<file path="config.mk">
export PLATFORM = sky130hd
export DESIGN_NAME = rlcu_ram
export DESIGN_NICKNAME = d
export VERILOG_FILES = /design/src/sv/rlcu_ram.sv
export SDC_FILE = /design/constraint.sdc
export NUM_CORES = 1
export LEC_CHECK = 0
export ABC_AREA = 0
export BUFFER_PORTS_ARGS = -buffer_cell sky130_fd_sc_hd__buf_4
export CAP_MARGIN = 20
export CORE_ASPECT_RATIO = 0.5
export CORE_MARGIN = 2
export CORE_UTILIZATION = 55
export DETAILED_ROUTE_END_ITERATION = 8
export PLACE_DENSITY = 0.8
export SLEW_MARGIN = 15
export SYNTH_ARGS = -nofsm -noshare
export SYNTH_HDL_FRONTEND = slang
export SYNTH_SLANG_ARGS = --single-unit
</file>
<file path="constraint.sdc">
create_clock -name clk -period 2.2 [get_ports clk]
set_input_delay 0.22 -clock clk [delete_from_list [all_inputs] [get_ports clk]]
set_output_delay 0.22 -clock clk [all_outputs]
set_load 0.005 [all_outputs]
</file>
<file path="src/sv/rlcu_ram.sv">
// Generic single-port RAM with registered read
`default_nettype none
module rlcu_ram #(
  parameter int Width = 8,
  parameter int Depth = 16
) (
  input  wire logic                     clk,
  input  wire logic                     we,
  input  wire logic [$clog2(Depth)-1:0] addr,
  input  wire logic [Width-1:0]         wdata,
  output logic      [Width-1:0]         rdata
);
  logic [Width-1:0] mem [Depth];
  always_ff @(posedge clk) begin
    if (we) begin
      mem[addr] <= wdata;
    end
    rdata <= mem[addr];
  end
endmodule
`default_nettype wire
</file>
# Word level (Yosys, flattened, before mapping)
# Memory sizes are Yosys's and may differ from the RTL's. A register that Yosys moved wholly into a read port is not among the register bits.
# Cells that the tools add are included.
[op_classes]
muxes = 2
[op_table]
columns = ["op", "count"]
rows = [
  ["$mux W1", 2],
]
[word_totals]
mem_count = 1
ramBits = 128
out_inout_bits = 8
ff_bits = 0
inputBits = 14
[memory_table]
columns = ["name", "words", "width", "rd", "rd_clocked_by_memory_dff", "write_ports", "line_no", "text"]
rows = [
  ["mem", 16, 8, 1, 1, 1, "13", "logic [Width-1:0] mem [Depth];"],
]

# Depth between registers and ports, before layout
# Gate-level depths: netlist of run 1.
[logic_depth]
depth_word = 2
mapped_depth = 5
depth_no_buf = 3

# Least setup slack after synthesis of run 1
# No wires, ideal clock.
[synth_path]
path_kind = "in2reg"
startpoint = "in addr[2]"
endpoint = "mem mem[0][0] (enable)"
slack_ns = 0.487
setup_ns = 0.383
stages = 2
path_buffers = 0
required_time_ns = 1.817
arrival_ns = 1.330
path_cell_list = "or3b_2 nor3_1"
[synth_rtl]
columns = ["element", "line_no", "text"]
rows = [
  ["start: declaration", "9", "input wire logic [$clog2(Depth)-1:0] addr,"],
  ["end: declaration", "13", ""],
]
# No word-level cell before the write port.

==> key figures, run 1 <==
Status
  • Outcome: complete, no violations

Floorplanning
  • Initial Utilization: 57.4%
  • Die Y: 71.9 um
  • IO Count: 22
  • Die area: 10000 um^2
  • Core ar.: 8830 um^2
  • # rows: 24
  • Die W: 140 um

Global route
  • Largest net degree at the start of global routing: 40
  • First-pass GRT wire length: 15.6 mm
  • Gr usage total: 22.6%
  • Total gr overflow: 0
  • Antenna violations before repair: 0
  • Vias in the first global route: 2582

Timing
  • Fmax: 0.679 GHz
  • Final Hold Vio Count: 0
  • Crit path time final: 1470 ps
  • Setup_tns: 0 ps
  • Worst setup margin: 727 ps
  • Post-route clock skew: 7.48 ps
  • Worst-Margin Slew: 609 ps
  • Final Cycle Share: 67.0%
  • Slew headroom: 59.3%
  • Slew Limit Fails: 0
  • Setup-failing EPs final: 0
  • Hold_ws: 117 ps
  • Unrepaired setup endpoints after global routing: false

Logic synthesis
  • Yosys warning total: 0
  • Yosys cell types: 18
  • Seq/Total Area, Yosys: 79.0%
  • Mapped cell area: 5070 um^2
  • Syn Inst Count: 230
  • Post-Syn Nets: 244
  • Synth Register Bits: 136
  • Avg Cell Area, Syn: 22.0 um^2

Cells and area
  • Fillers: 512
  • Layout area overhead: 20.4%
  • Post-layout nets: 294
  • Share of layout cells above drive strength 1: 35.8%
  • Most frequent cells in the layout: 128 x edfxtp_1, 42 x buf_4, 32 x mux4_2
  • Most common cell after layout, fill and taps aside: edfxtp_1
  • ANT cells: 0
  • Final Util: 69.1%

Clocking
  • H-tree Lvls: 4
  • Worst skew pair latency: 420 ps
  • Sink Count: 136
  • CTS Buf Count: 17
  • CTS Hold Bufs: 0
  • Worst-path clk slew: 60 ps
  • Clk buf depth: 2
  • CTS tree: built
  • Post-cts resize count: 0
  • Setup bufs post-CTS: 0
  • Root Buffer: clkbuf_16

Power
  • Power Total: 6.22 mW
  • VDD IR max: 0.695 mV
  • Pwr Density: 1020 nW/um^2
  • Cell leakage power: 2.05 nW

Routing
  • 1st-iter DRT viols: 243
  • Post-DRT Antenna Nets: 0
  • Via count: 2550
  • DR vias/cell: 6.22
  • Pre-Repair DR Iteration Count: 5
  • Wirelength per Cell: 24.9 um
  • DRT Wirelength: 10.2 mm
  • DR DRC count: 0

Worst hold path
  • Hold WC Path Type: in -> reg

Critical path
  • Crit. End Element: flop
  • Critical path launch point type: input pin
  • Critical path arrival: 1770 ps
  • WS Path Type: in -> reg
  • Crit Path Max Fanout: 25
  • Crit path required time: 2500 ps

Placement
  • DP Wirelength: 6.09 mm
  • I/O Buffers: 21
  • Placer Congestion: 0.743
  • Post-Place Worst Slack: 358 ps

Job
  • # Max-Cap Violations: 0
[metrics by stage]
step	instance area [um^2]	instances
after floorplan	5070	230
after global placement	5470	378
after detailed placement	5470	378
after CTS	6100	410
after global routing	6100	410
final	6100	410
[flip-flops by register name, indices dropped and copies added, names as in the netlist]
register and flops:
mem 128, rdata 8
[cells by family (layout without fill, tap and decap cells)]
logic type             after synthesis  in the layout  share of synthesized area, %
AOI/OAI and AO/OA                   16             16                          2.37
DFF                                136            136                          79.0
muxes                               32             32                          14.2
and+or+nand+nor                     35             35                          3.21
buffers and inverters               11             74                          1.19
[where the power goes]
part           switching (mW)  internal (mW)
clock network            1.02           1.99
logic                   0.156          0.129
registers              0.0195           2.90
[worst paths after layout]
kind | start | to | slack [ps] | cells after the start
max | addr[0] | rdata[3] | 730 | 5
max reg2reg | mem[7][2] | rdata[2] | 810 | 3
min | wdata[3] | mem[9][3] | 120 | 1
min reg2reg | mem[12][6] | rdata[6] | 690 | 3
[critical path, stage by stage]
cell and delay, ps:
buf_4 360, buf_4 310, mux4_2 530, a22oi_1 250
nand2_1 100
[metal layers]
| metal | vias to the layer above | part of all wire (%) | track usage [%] |
|---|---|---|---|
| li1 | 1063 | - | - |
| met2 | 151 | 50 | 36.3 |
| met5 | - | 0 | 0 |
| met3 | 20 | 8.1 | 6.08 |
| met1 | 1316 | 39 | 29.9 |
| met4 | 0 | 2.2 | 10.3 |
[Yosys cell counts (all sizes together)]
cell type  instances  area (um^2)
mux4              32          721
or3b               1         8.76
and2               1         6.26
buf                8         47.5
nand3b             2         15.0
clkbuf             3         12.5
nand2b             2         12.5
nand3              1         5.00
nand2              9         33.8
nor3               4         20.0
nor2b              2         12.5
edfxtp           128         3840
nor2              13         48.8
a22oi             16          120
dfxtp              8          160
[final cells by class]
| class | instances | area, um^2 | share of cell area, % |
|---|---|---|---|
| repair buffers | 42 | 315 | 5.17 |
| clock inverters | 14 | 205 | 3.36 |
| flip-flops and latches | 136 | 4000 | 65.6 |
| multi-input cells | 83 | 1000 | 16.4 |
| well taps | 117 | 146 | 2.40 |
| clock buffers | 18 | 429 | 7.03 |
Power figures use the tool's default switching activity.
==> run 2, diff against run 1 <==
--- a/config.mk
+++ b/config.mk
@@ -10,9 +10,9 @@
 export CAP_MARGIN = 20
 export CORE_ASPECT_RATIO = 0.5
 export CORE_MARGIN = 2
-export CORE_UTILIZATION = 55
+export CORE_UTILIZATION = 54
 export DETAILED_ROUTE_END_ITERATION = 8
-export PLACE_DENSITY = 0.8
+export PLACE_DENSITY = 0.82
 export SLEW_MARGIN = 15
 export SYNTH_ARGS = -nofsm -noshare
 export SYNTH_HDL_FRONTEND = slang
==> constraint.sdc (replaced) <==
create_clock -name clk -period 1.3 [get_ports clk]
set_input_delay 0.13 -clock clk [delete_from_list [all_inputs] [get_ports clk]]
set_output_delay 0.13 -clock clk [all_outputs]
set_load 0.005 [all_outputs]
==> run 2 against run 1 <==
Effect of this change:
- the run now ends with negative setup slack left
- critical path depth shrank 2
- worst hold slack worse by 74 ps
- critical path type is now reg -> reg
- clock power increased by 63%
- sequential share of layout area fell by 3.5 points
- setup slack got worse by 770 ps
==> key figures, run 2 (synthesis gave the netlist of run 1 again) <==
Power
  • VDD IR max: 1.37 mV
  • Pwr Density: 1620 nW/um^2
  • Cell leakage power: 2.16 nW

Worst hold path
  • Hold Startpoint: wdata[3]
  • Hold Path Stages: 1
  • Hold WC Path Type: in -> reg
  • Hold path endpoint: mem[2][3]

Critical path
  • Crit path required time: 1580 ps
  • Crit Path Max Fanout: 1
  • Reg2Reg Setup Slack: -40 ps
  • WS Path Type: reg -> reg
  • Critical path launch point type: flop
  • R2R depth: 3
  • FF-to-FF Start: mem[10][2]
  • R2R Path End: rdata[2]
  • Critical path arrival: 1620 ps
  • Crit. End Element: flop

Cells and area
  • Most frequent cells in the layout: 128 x edfxtp_1, 57 x buf_4, 32 x mux4_2
  • Largest Register: mem
  • ANT cells: 0
  • Regs by FF count: mem (128), rdata (8)
  • Share of layout cells above drive strength 1: 49.0%
  • Layout area overhead: 27.2%
  • Finished Cell Area: 6450 um^2
  • Multi-input combinational cell area: 1150 um^2
  • Post-layout nets: 315
  • Max reg flops: 128
  • Storage element area: 4000 um^2
  • Most common cell after layout, fill and taps aside: edfxtp_1
  • Fillers: 441

Placement
  • Cell Area, Placed: 5770 um^2
  • I/O Buffers: 21
  • Placer Congestion: 0.796
  • DP Wirelength: 6.51 mm

Global route
  • Antenna violations before repair: 0
  • Largest net degree at the start of global routing: 33
  • Total gr overflow: 0
  • Gr usage total: 22.6%
  • First-pass GRT wire length: 16.0 mm
  • Vias in the first global route: 2692

Routing
  • DR vias/cell: 6.12
  • 1st-iter DRT viols: 352
  • DR DRC count: 0
  • Post-DRT Antenna Nets: 0
  • Pre-Repair DR Iteration Count: 5
  • DRT Wirelength: 10.5 mm
  • Via count: 2636
  • Wirelength per Cell: 24.4 um

Timing
  • Worst-Margin Slew: 1060 ps
  • Hold_ws: 42.7 ps
  • Setup_tns: -82.7 ps
  • Worst setup margin: -41.4 ps
  • Final Cycle Share: 103%
  • Setup-failing EPs final: 3
  • Fmax: 0.746 GHz
  • Post-route clock skew: 10.3 ps
  • Final Hold Vio Count: 0
  • Slew headroom: 28.9%
  • Crit path time final: 1340 ps
  • Slew Limit Fails: 0
  • Unrepaired setup endpoints after global routing: true

Clocking
  • Clk buf depth: 2
  • Sink Count: 136
  • H-tree Lvls: 4
  • CTS Buf Count: 17
  • Worst skew pair latency: 410 ps
  • Worst-path clk slew: 60 ps
  • Root Buffer: clkbuf_16
  • CTS tree: built

Floorplanning
  • Die Y: 72.5 um
  • Core ar.: 8920 um^2
  • IO Count: 22
  • Die area: 10200 um^2
  • Die W: 141 um
  • # rows: 24
  • Initial Utilization: 56.8%

Status
  • Outcome: finished with violations
  • Failing checks: negative setup slack

Job
  • # Max-Cap Violations: 0
## run 2: cell types whose count changed in the layout (fill, tap and decap cells not counted), sizes merged
cell,before,now
buf,42,63
bufinv,5,4
clkinv,6,7
## run 2: area by class of cell
type                       instances  share of cell area [%]
sequential                       136                    62.1
multi-input combinational         83                    17.8
timing repair buffer              63                    8.37
clock buffer                      18                    6.66
clock inverter                    14                    2.81
tap                              117                    2.27
## run 2: worst max-delay path, stage by stage (launching register included)
cell      delay, ps
edfxtp_1        410
mux4_2          490
a22oi_2         220
nand2_1         100
## run 2: worst max path at each step
stage / startpoint / cells past startpoint / end
finish: mem[10][2] / 3 / rdata[2]
global route: mem[11][5] / 3 / rdata[5]
CTS: mem[11][6] / 3 / rdata[6]
detailed placement: addr[0] / 5 / rdata[1]
global placement: addr[0] / 5 / rdata[1]
floorplan: addr[2] / 2 / mem[0][0]
## run 2: report_power, final
part | internal [mW] | switching [mW]
clock network | 3.18 | 1.72
logic | 0.284 | 0.316
registers | 4.90 | 0.0340
## run 2: per-layer routing
metal  global-route usage, %  part of all wire (%)
met4                    7.56                  0.99
met3                    7.92                   9.1
met2                    34.9                    49
met1                    31.1                    41
met5                       0                     0
## run 2: through the flow
step / setup slack, ps / total power [mW] / cells / utilization [%]
6_report: -41.4 / 10.4 / 431 / 72.3
3_3_place_gp: -448 / 5.55 / 399 / 64.7
2_1_floorplan: -108 / 5.29 / 230 / -
4_1_cts: 0.666 / 10.5 / 431 / 71.9
3_5_place_dp: -526 / 5.58 / 399 / 64.7
5_1_grt: -52.2 / 10.7 / 431 / 72.3
## run 2: what timing repair did
| action | 4_1_cts | 5_1_grt |
|---|---|---|
| endpoints found under the hold margin | 0 | 0 |
| gates resized for setup | 8 | 6 |
| pin swaps | 1 | 10 |
| hold buffers | 0 | 0 |
| setup buffers | 0 | 0 |
| endpoints found under the setup margin | 15 | 8 |
